**config.mk**
```make
export PLATFORM = sky130hd
export DESIGN_NAME = pixel_gaussian_unary_cost
export DESIGN_NICKNAME = d
export VERILOG_FILES = /design/src/rtl/pgu_pkg.sv /design/src/rtl/pixel_gaussian_unary_cost.sv
export SDC_FILE = /design/constraint.sdc
export NUM_CORES = 2
export LEC_CHECK = 0
export BUFFER_PORTS_ARGS = -buffer_cell sky130_fd_sc_hd__buf_4
export CORE_MARGIN = 2
export CORE_UTILIZATION = 35
export CTS_CLUSTER_DIAMETER = 30
export DETAILED_ROUTE_END_ITERATION = 10
export GPL_TIMING_DRIVEN = 0
export PLACE_DENSITY = 0.59
export SLEW_MARGIN = 20
export SYNTH_ARGS = -nofsm -noshare
export SYNTH_HDL_FRONTEND = slang
export SYNTH_SLANG_ARGS = --single-unit
```
**constraint.sdc**
```tcl
create_clock -name aclk -period 16.9 [get_ports aclk]
set_input_delay 2.535 -clock aclk [delete_from_list [all_inputs] [get_ports aclk]]
set_output_delay 2.535 -clock aclk [all_outputs]
set_load 0.1 [all_outputs]
```
**src/rtl/pgu_pkg.sv**
```systemverilog
// Package for pixel_gaussian_unary_cost: widths, register indexes, constants,
// correction table. No dependencies.
package pgu_pkg;

    localparam int PIXEL_BITS = 8;
    localparam int CFG_IDX_W  = 3;
    localparam int CFG_DATA_W = 24;

    localparam logic [CFG_IDX_W-1:0] REG_BG_MEAN   = 3'd0;
    localparam logic [CFG_IDX_W-1:0] REG_FG_MEAN_1 = 3'd1;
    localparam logic [CFG_IDX_W-1:0] REG_FG_MEAN_2 = 3'd2;
    localparam logic [CFG_IDX_W-1:0] REG_INV_VAR   = 3'd3;
    localparam logic [CFG_IDX_W-1:0] REG_LOG_OFS   = 3'd4;

    localparam logic [15:0] UNDERFLOW_T = 16'd9226;
    localparam logic [8:0]  LN2_Q88     = 9'd177;
    localparam int          CORR_LEN    = 50;

    function automatic logic [7:0] corr_lookup(input logic [11:0] k);
        logic [7:0] r;
        case (k)
            12'd0: r = 8'd177;  12'd1: r = 8'd162;  12'd2: r = 8'd147;
            12'd3: r = 8'd134;  12'd4: r = 8'd121;  12'd5: r = 8'd110;
            12'd6: r = 8'd99;   12'd7: r = 8'd89;   12'd8: r = 8'd80;
            12'd9: r = 8'd72;   12'd10: r = 8'd64;  12'd11: r = 8'd58;
            12'd12: r = 8'd52;  12'd13: r = 8'd46;  12'd14: r = 8'd41;
            12'd15: r = 8'd37;  12'd16: r = 8'd32;  12'd17: r = 8'd29;
            12'd18: r = 8'd26;  12'd19: r = 8'd23;  12'd20: r = 8'd20;
            12'd21: r = 8'd18;  12'd22: r = 8'd16;  12'd23: r = 8'd14;
            12'd24: r = 8'd12;  12'd25: r = 8'd11;  12'd26: r = 8'd10;
            12'd27: r = 8'd9;   12'd28: r = 8'd8;   12'd29: r = 8'd7;
            12'd30: r = 8'd6;   12'd31: r = 8'd5;   12'd32: r = 8'd5;
            12'd33: r = 8'd4;   12'd34: r = 8'd4;   12'd35: r = 8'd3;
            12'd36: r = 8'd3;   12'd37: r = 8'd2;   12'd38: r = 8'd2;
            12'd39: r = 8'd2;   12'd40: r = 8'd2;   12'd41: r = 8'd2;
            12'd42: r = 8'd1;   12'd43: r = 8'd1;   12'd44: r = 8'd1;
            12'd45: r = 8'd1;   12'd46: r = 8'd1;   12'd47: r = 8'd1;
            12'd48: r = 8'd1;   12'd49: r = 8'd1;
            default: r = 8'd0;
        endcase
        return r;
    endfunction

endpackage

```
**src/rtl/pixel_gaussian_unary_cost.sv**
```systemverilog
// Four register stages; throughput one pixel per cycle while the output is not stalled.
// Stages: distance squared, multiply by 1/(2 sigma^2), round/cap and min/diff,
// correction lookup and saturating sums. A stall freezes all stages.
// Reset (synchronous, active low aresetn) clears stage valids and loads register defaults.
// Depends on pgu_pkg.
module pixel_gaussian_unary_cost
    import pgu_pkg::*;
(
    input  logic                  aclk,
    input  logic                  aresetn,
    input  logic                  cfg_we,
    input  logic [CFG_IDX_W-1:0]  cfg_index,
    input  logic [CFG_DATA_W-1:0] cfg_data,
    input  logic                  s_tvalid,
    output logic                  s_tready,
    input  logic [7:0]            s_tdata,   // [7:0] pixel_value
    output logic                  m_tvalid,
    input  logic                  m_tready,
    output logic [31:0]           m_tdata    // [15:0] background_cost, [31:16] foreground_cost
);

    logic [7:0]  bg_mean_reg, fg1_mean_reg, fg2_mean_reg;
    logic [23:0] inv_var_reg;
    logic signed [15:0] ofs_reg;

    always_ff @(posedge aclk) begin
        if (!aresetn) begin
            bg_mean_reg  <= 8'd0;
            fg1_mean_reg <= 8'd128;
            fg2_mean_reg <= 8'd255;
            inv_var_reg  <= 24'd32768;
            ofs_reg      <= 16'sd945;
        end else if (cfg_we) begin
            unique case (cfg_index)
                REG_BG_MEAN:   bg_mean_reg  <= cfg_data[7:0];
                REG_FG_MEAN_1: fg1_mean_reg <= cfg_data[7:0];
                REG_FG_MEAN_2: fg2_mean_reg <= cfg_data[7:0];
                REG_INV_VAR:   inv_var_reg  <= cfg_data;
                REG_LOG_OFS:   ofs_reg      <= cfg_data[15:0];
                default: ;
            endcase
        end
    end

    logic v1_reg, v2_reg, v3_reg, v4_reg;
    logic advance;
    assign advance  = !v4_reg || m_tready;
    assign s_tready = advance;

    // stage 1: squared distances
    logic [PIXEL_BITS-1:0] px;
    logic [PIXEL_BITS-1:0] db, d1, d2;
    logic [15:0] sqb_reg, sq1_reg, sq2_reg;
    assign px = s_tdata[PIXEL_BITS-1:0];
    assign db = (px >= bg_mean_reg)  ? px - bg_mean_reg  : bg_mean_reg - px;
    assign d1 = (px >= fg1_mean_reg) ? px - fg1_mean_reg : fg1_mean_reg - px;
    assign d2 = (px >= fg2_mean_reg) ? px - fg2_mean_reg : fg2_mean_reg - px;

    // stage 2: products
    logic [39:0] eb_reg, e1_reg, e2_reg;

    // stage 3: round, cap, min and diff
    logic [15:0] tb_reg, tmin_reg, u_reg;
    logic [15:0] tb_c, t1_c, t2_c;

    function automatic logic [15:0] round_cap(input logic [39:0] e);
        logic [40:0] s;
        s = {1'b0, e} + 41'd32768;
        return (|s[40:32]) ? 16'hFFFF : s[31:16];
    endfunction

    assign tb_c = round_cap(eb_reg);
    assign t1_c = round_cap(e1_reg);
    assign t2_c = round_cap(e2_reg);

    // stage 4: outputs
    logic [15:0] bg_reg, fg_reg;
    logic signed [18:0] bg_sum, fg_sum;
    logic [11:0] k;
    logic [16:0] u_r;
    assign u_r    = {1'b0, u_reg} + 17'd16;
    assign k      = u_r[16:5];
    assign bg_sum = $signed({3'b000, tb_reg}) + 19'(ofs_reg);
    assign fg_sum = $signed({3'b000, tmin_reg}) - $signed({11'd0, corr_lookup(k)})
                  + 19'(ofs_reg) + $signed({10'd0, LN2_Q88});

    function automatic logic [15:0] sat16(input logic signed [18:0] v);
        if (v > 19'sd32767)       return 16'h7FFF;
        else if (v < -19'sd32768) return 16'h8000;
        else                      return v[15:0];
    endfunction

    always_ff @(posedge aclk) begin
        if (!aresetn) begin
            v1_reg <= 1'b0;
            v2_reg <= 1'b0;
            v3_reg <= 1'b0;
            v4_reg <= 1'b0;
        end else if (advance) begin
            v1_reg <= s_tvalid;
            v2_reg <= v1_reg;
            v3_reg <= v2_reg;
            v4_reg <= v3_reg;
        end
    end

    always_ff @(posedge aclk) begin
        if (advance) begin
            sqb_reg <= 16'(db) * 16'(db);
            sq1_reg <= 16'(d1) * 16'(d1);
            sq2_reg <= 16'(d2) * 16'(d2);
            eb_reg  <= 40'(sqb_reg) * 40'(inv_var_reg);
            e1_reg  <= 40'(sq1_reg) * 40'(inv_var_reg);
            e2_reg  <= 40'(sq2_reg) * 40'(inv_var_reg);
            tb_reg   <= tb_c;
            tmin_reg <= (t1_c < t2_c) ? t1_c : t2_c;
            u_reg    <= (t1_c < t2_c) ? t2_c - t1_c : t1_c - t2_c;
            bg_reg   <= sat16(bg_sum);
            fg_reg   <= (tmin_reg > UNDERFLOW_T) ? 16'h7FFF : sat16(fg_sum);
        end
    end

    assign m_tvalid = v4_reg;
    assign m_tdata  = {fg_reg, bg_reg};

`ifndef ASSERT_OFF
    a_stall_hold: assert property (@(posedge aclk) disable iff (!aresetn)
        m_tvalid && !m_tready |=> m_tvalid && $stable(m_tdata))
        else $error("result changed under stall");
    a_ready: assert property (@(posedge aclk) disable iff (!aresetn)
        !m_tvalid |-> s_tready)
        else $error("input blocked with empty output");
    a_flow: assert property (@(posedge aclk) disable iff (!aresetn)
        s_tready && v3_reg |=> m_tvalid)
        else $error("item lost in pipeline");
`endif

endmodule
```
==> results.py <==
metrics = {
    "run_status": {
        "status": "finished, final reports clean",
    },
    "clock_network": {
        "cts_resized": 0,
        "cts_tree": "yes",
        "cts_buffers": 57,
        "postCtsHoldBufs": 0,
        "cts_sinks": 264,
        "cts_root_buffer": "clkbuf_16",
        "clock_path_buffers": 3,
        "cts_setup_buffers": 0,
        "cts_max_level": 2,
        "clk_latency_ns": 0.64,
        "clk_pin_slew_worst_paths_ns": 0.05,
    },
    "pwr": {
        "leakage_nw": 27.2,
        "power.density_nw_per_um2": 132,
        "p_int_w": 0.00399,
        "total_power_w": 0.00781,
        "seqPwrFrac_pct": 18.1,
        "pwr-share-clk_pct": 15.8,
        "sw_frac_of_total_pct": 48.9,
        "ir_worst_vdd_uv": 115,
        "power.switching_w": 0.00382,
        "combPwrFrac_pct": 66.1,
    },
    "setup_path": {
        "critPathMaxFanout": 10,
        "path_class": "input pin to register",
        "path_delay_family": "adder cells",
        "required_ns": 17.23,
        "startpoint_type": "input pin",
        "max_stage_delay_ns": 0.58,
        "path_common_cell": "fa_1",
        "worst_path_max_delay_cell": "fa_1",
        "worst-path-buf-inv": 5,
        "endpoint_kind": "register",
        "critical_path_arrival_ns": 10.22,
    },
    "job": {
        "maxCapViolCount": 0,
    },
    "grt": {
        "grt_pass1_wl_um": 250000,
        "use_met2_pct": 32.4,
        "grt_max_degree": 56,
        "grt_pass1_vias": 42400,
        "grt_antenna_before_repair": 14,
        "grt_overflow": 0,
        "grtUsageMet1_pct": 28.3,
        "use_met3_pct": 5.15,
        "grt_busiest_layer": "met2",
        "grt.total_usage_pct": 20.8,
    },
    "yosys": {
        "ys_types": 83,
        "syn_inst": 5903,
        "synth_top_cell_by_area": "fa_1",
        "async_reset_ff_share_pct": 0,
        "yosysSeqAreaShare_pct": 13.4,
        "synth_flop_cell": "edfxtp_1",
        "yosys_warnings": 0,
        "syn_area_um2": 54000,
        "ys_seq_elements": 264,
        "netlist.area_leader.share_pct": 34.6,
        "synthTopCellsByArea": "fa_1 (35%), ha_1 (14%), edfxtp_1 (11%)",
        "postSynthAreaPerCell_um2": 9.15,
        "synth-edff-count": 196,
    },
    "sta": {
        "post-route-min-period_ns": 9.89,
        "setup_tns_ns": 0,
        "timing_hold_violations_final": 0,
        "clock-skew-final_ns": 0.0497,
        "rsz0062_at_grt": "no",
        "period_share_pct": 58.5,
        "relSlewSlack_pct": 17.7,
        "drv_slew": 0,
        "fmax_mhz": 101,
        "setup_violations": 0,
        "tightest_slew_ns": 1.23,
    },
    "placement": {
        "gp_congestion": 0.985,
        "dp_hpwl_um": 136000,
        "portBuffers": 72,
    },
    "layout": {
        "fin_util_pct": 38.6,
        "drive_gt1_share_pct": 3.78,
        "finalNetCount": 7637,
        "area_delta_synth_final_pct": 9.92,
    },
    "route": {
        "detail-route-antenna-nets": 0,
        "route.detailed.drc": 0,
        "totalWireLength_um": 163000,
        "wire_per_inst_um": 20.0,
        "viasPerCell": 5.00,
        "drt_pass1_iterations": 8,
        "drtIter0Drc": 2887,
        "vias": 40700,
    },
    "die": {
        "ios": 74,
        "chipHeight_um": 397,
        "dieArea_um2": 157000,
        "coreArea_um2": 154000,
        "start_util_pct": 35.1,
        "num_rows": 144,
        "die_x_um": 397,
    },
    "worst_hold_path": {
        "min_path_type": "register to register",
    },
}
==> layer usage <==
metal | vias to the layer above | routed length, µm | part of all wire [%]
met5 | - | 91 | 0.056
met4 | 16 | 6000 | 3.7
met3 | 302 | 15900 | 9.8
met2 | 1539 | 70700 | 44
met1 | 20300 | 69800 | 43
li1 | 18600 | - | -
==> worst min-delay path: stages, from the launching register on <==
cell and delay [ns]:
dfxtp_1 0.30, nand2_1 0.05, a21boi_0 0.06
==> cell type report <==
type / instances / area [µm²]
diodes: 3 / 7.51
plain buffers: 262 / 1000
clock buffers: 64 / 1460
clock inverters: 44 / 684
fillers: 15400 / 94300
inverters: 1145 / 4300
multi-input cells: 4234 / 41500
flip-flops and latches: 264 / 7250
well taps: 2044 / 2560
repair buffers: 77 / 632
==> per-stage QoR <==
step           instances  hold slack (ns)  cell area (µm²)  setup slack (ns)
4_1_cts             8134            0.469            59400              7.08
5_1_grt             8134            0.490            59400              6.52
3_3_place_gp        8021            0.461            57100              2.47
6_report            8137            0.466            59400              7.01
3_5_place_dp        8026            0.462            57200              6.49
2_1_floorplan       5905            0.434            54000              5.51
==> cell usage after synthesis (13+ instances only) <==
| cell | count |
|---|---|
| a2111oi_0 | 13 |
| a211oi_1 | 19 |
| a21boi_0 | 53 |
| a21o_1 | 89 |
| a21oi_1 | 158 |
| a31oi_1 | 17 |
| and2_1 | 433 |
| and3_1 | 36 |
| clkbuf_1 | 257 |
| dfxtp_1 | 68 |
| edfxtp_1 | 196 |
| fa_1 | 933 |
| ha_1 | 623 |
| inv_1 | 1145 |
| mux2i_1 | 33 |
| nand2_1 | 913 |
| nand2b_1 | 23 |
| nand3_1 | 49 |
| nand4_1 | 21 |
| nor2_1 | 183 |
| nor2b_1 | 29 |
| nor3_1 | 40 |
| o211ai_1 | 31 |
| o21a_1 | 27 |
| o21ai_0 | 89 |
| o21bai_1 | 17 |
| or2_2 | 22 |
| or3_1 | 16 |
| xnor2_1 | 156 |
| xor2_1 | 82 |
==> worst paths after layout <==
check | startpoint | endpoint | slack [ns] | cells past startpoint
max | s_tdata[0] | sq2_reg[15] | 7.01 | 29
min | bg_mean_reg[7] | bg_mean_reg[7] | 0.47 | 2
max reg2reg | inv_var_reg[8] | eb_reg[38] | 7.89 | 24
min reg2reg | bg_mean_reg[7] | bg_mean_reg[7] | 0.47 | 2
==> cell usage in the layout, fill, tap and decap left out, types with 7 or more instances in the layout <==
cell,instances
fa_1,933
o21bai_1,17
and4_1,12
xnor2_1,156
nand4_1,21
clkbuf_16,57
and3_1,36
and2_1,433
bufinv_16,13
buf_4,73
ha_1,623
a2111oi_0,12
a211o_1,7
nand3_1,49
or2_2,22
mux2_2,8
nor3_1,40
a21boi_0,53
o21a_1,27
inv_6,8
edfxtp_1,196
o211ai_1,31
clkbuf_1,262
a31oi_1,17
nor4_1,11
o21ai_0,89
nor2_1,183
a211oi_1,19
mux2i_1,33
xor2_1,82
inv_1,1145
nand2_1,913
dfxtp_1,68
nor2b_1,29
nand2b_1,23
a21oi_1,158
a21o_1,89
or3_1,16
==> power groups by stage <==
stage	sequential (W)	clock [W]	combinational, W
after floorplan	0.00142	0	0.00370
after global placement	0.00141	0	0.00504
after detailed placement	0.00141	0	0.00511
after CTS	0.00140	0.00126	0.00516
after global routing	0.00143	0.00128	0.00580
final	0.00141	0.00123	0.00517
==> logic make-up (layout without fill, tap and decap cells) <==
| group | after synthesis | in the layout | synth area share (%) |
|---|---|---|---|
| adder cells (fa/ha/maj) | 1556 | 1556 | 49.0 |
| XOR/XNOR | 238 | 238 | 3.86 |
| AO/OA/AOI/OAI | 586 | 586 | 7.23 |
| flip-flops | 264 | 264 | 13.4 |
| AND/OR/NAND/NOR | 1807 | 1807 | 15.8 |
| buffers and inverters | 1407 | 1592 | 9.80 |
| multiplexers | 44 | 44 | 0.869 |
| other | 1 | 6 | 0.00694 |
(Power assumes the default switching activity.)
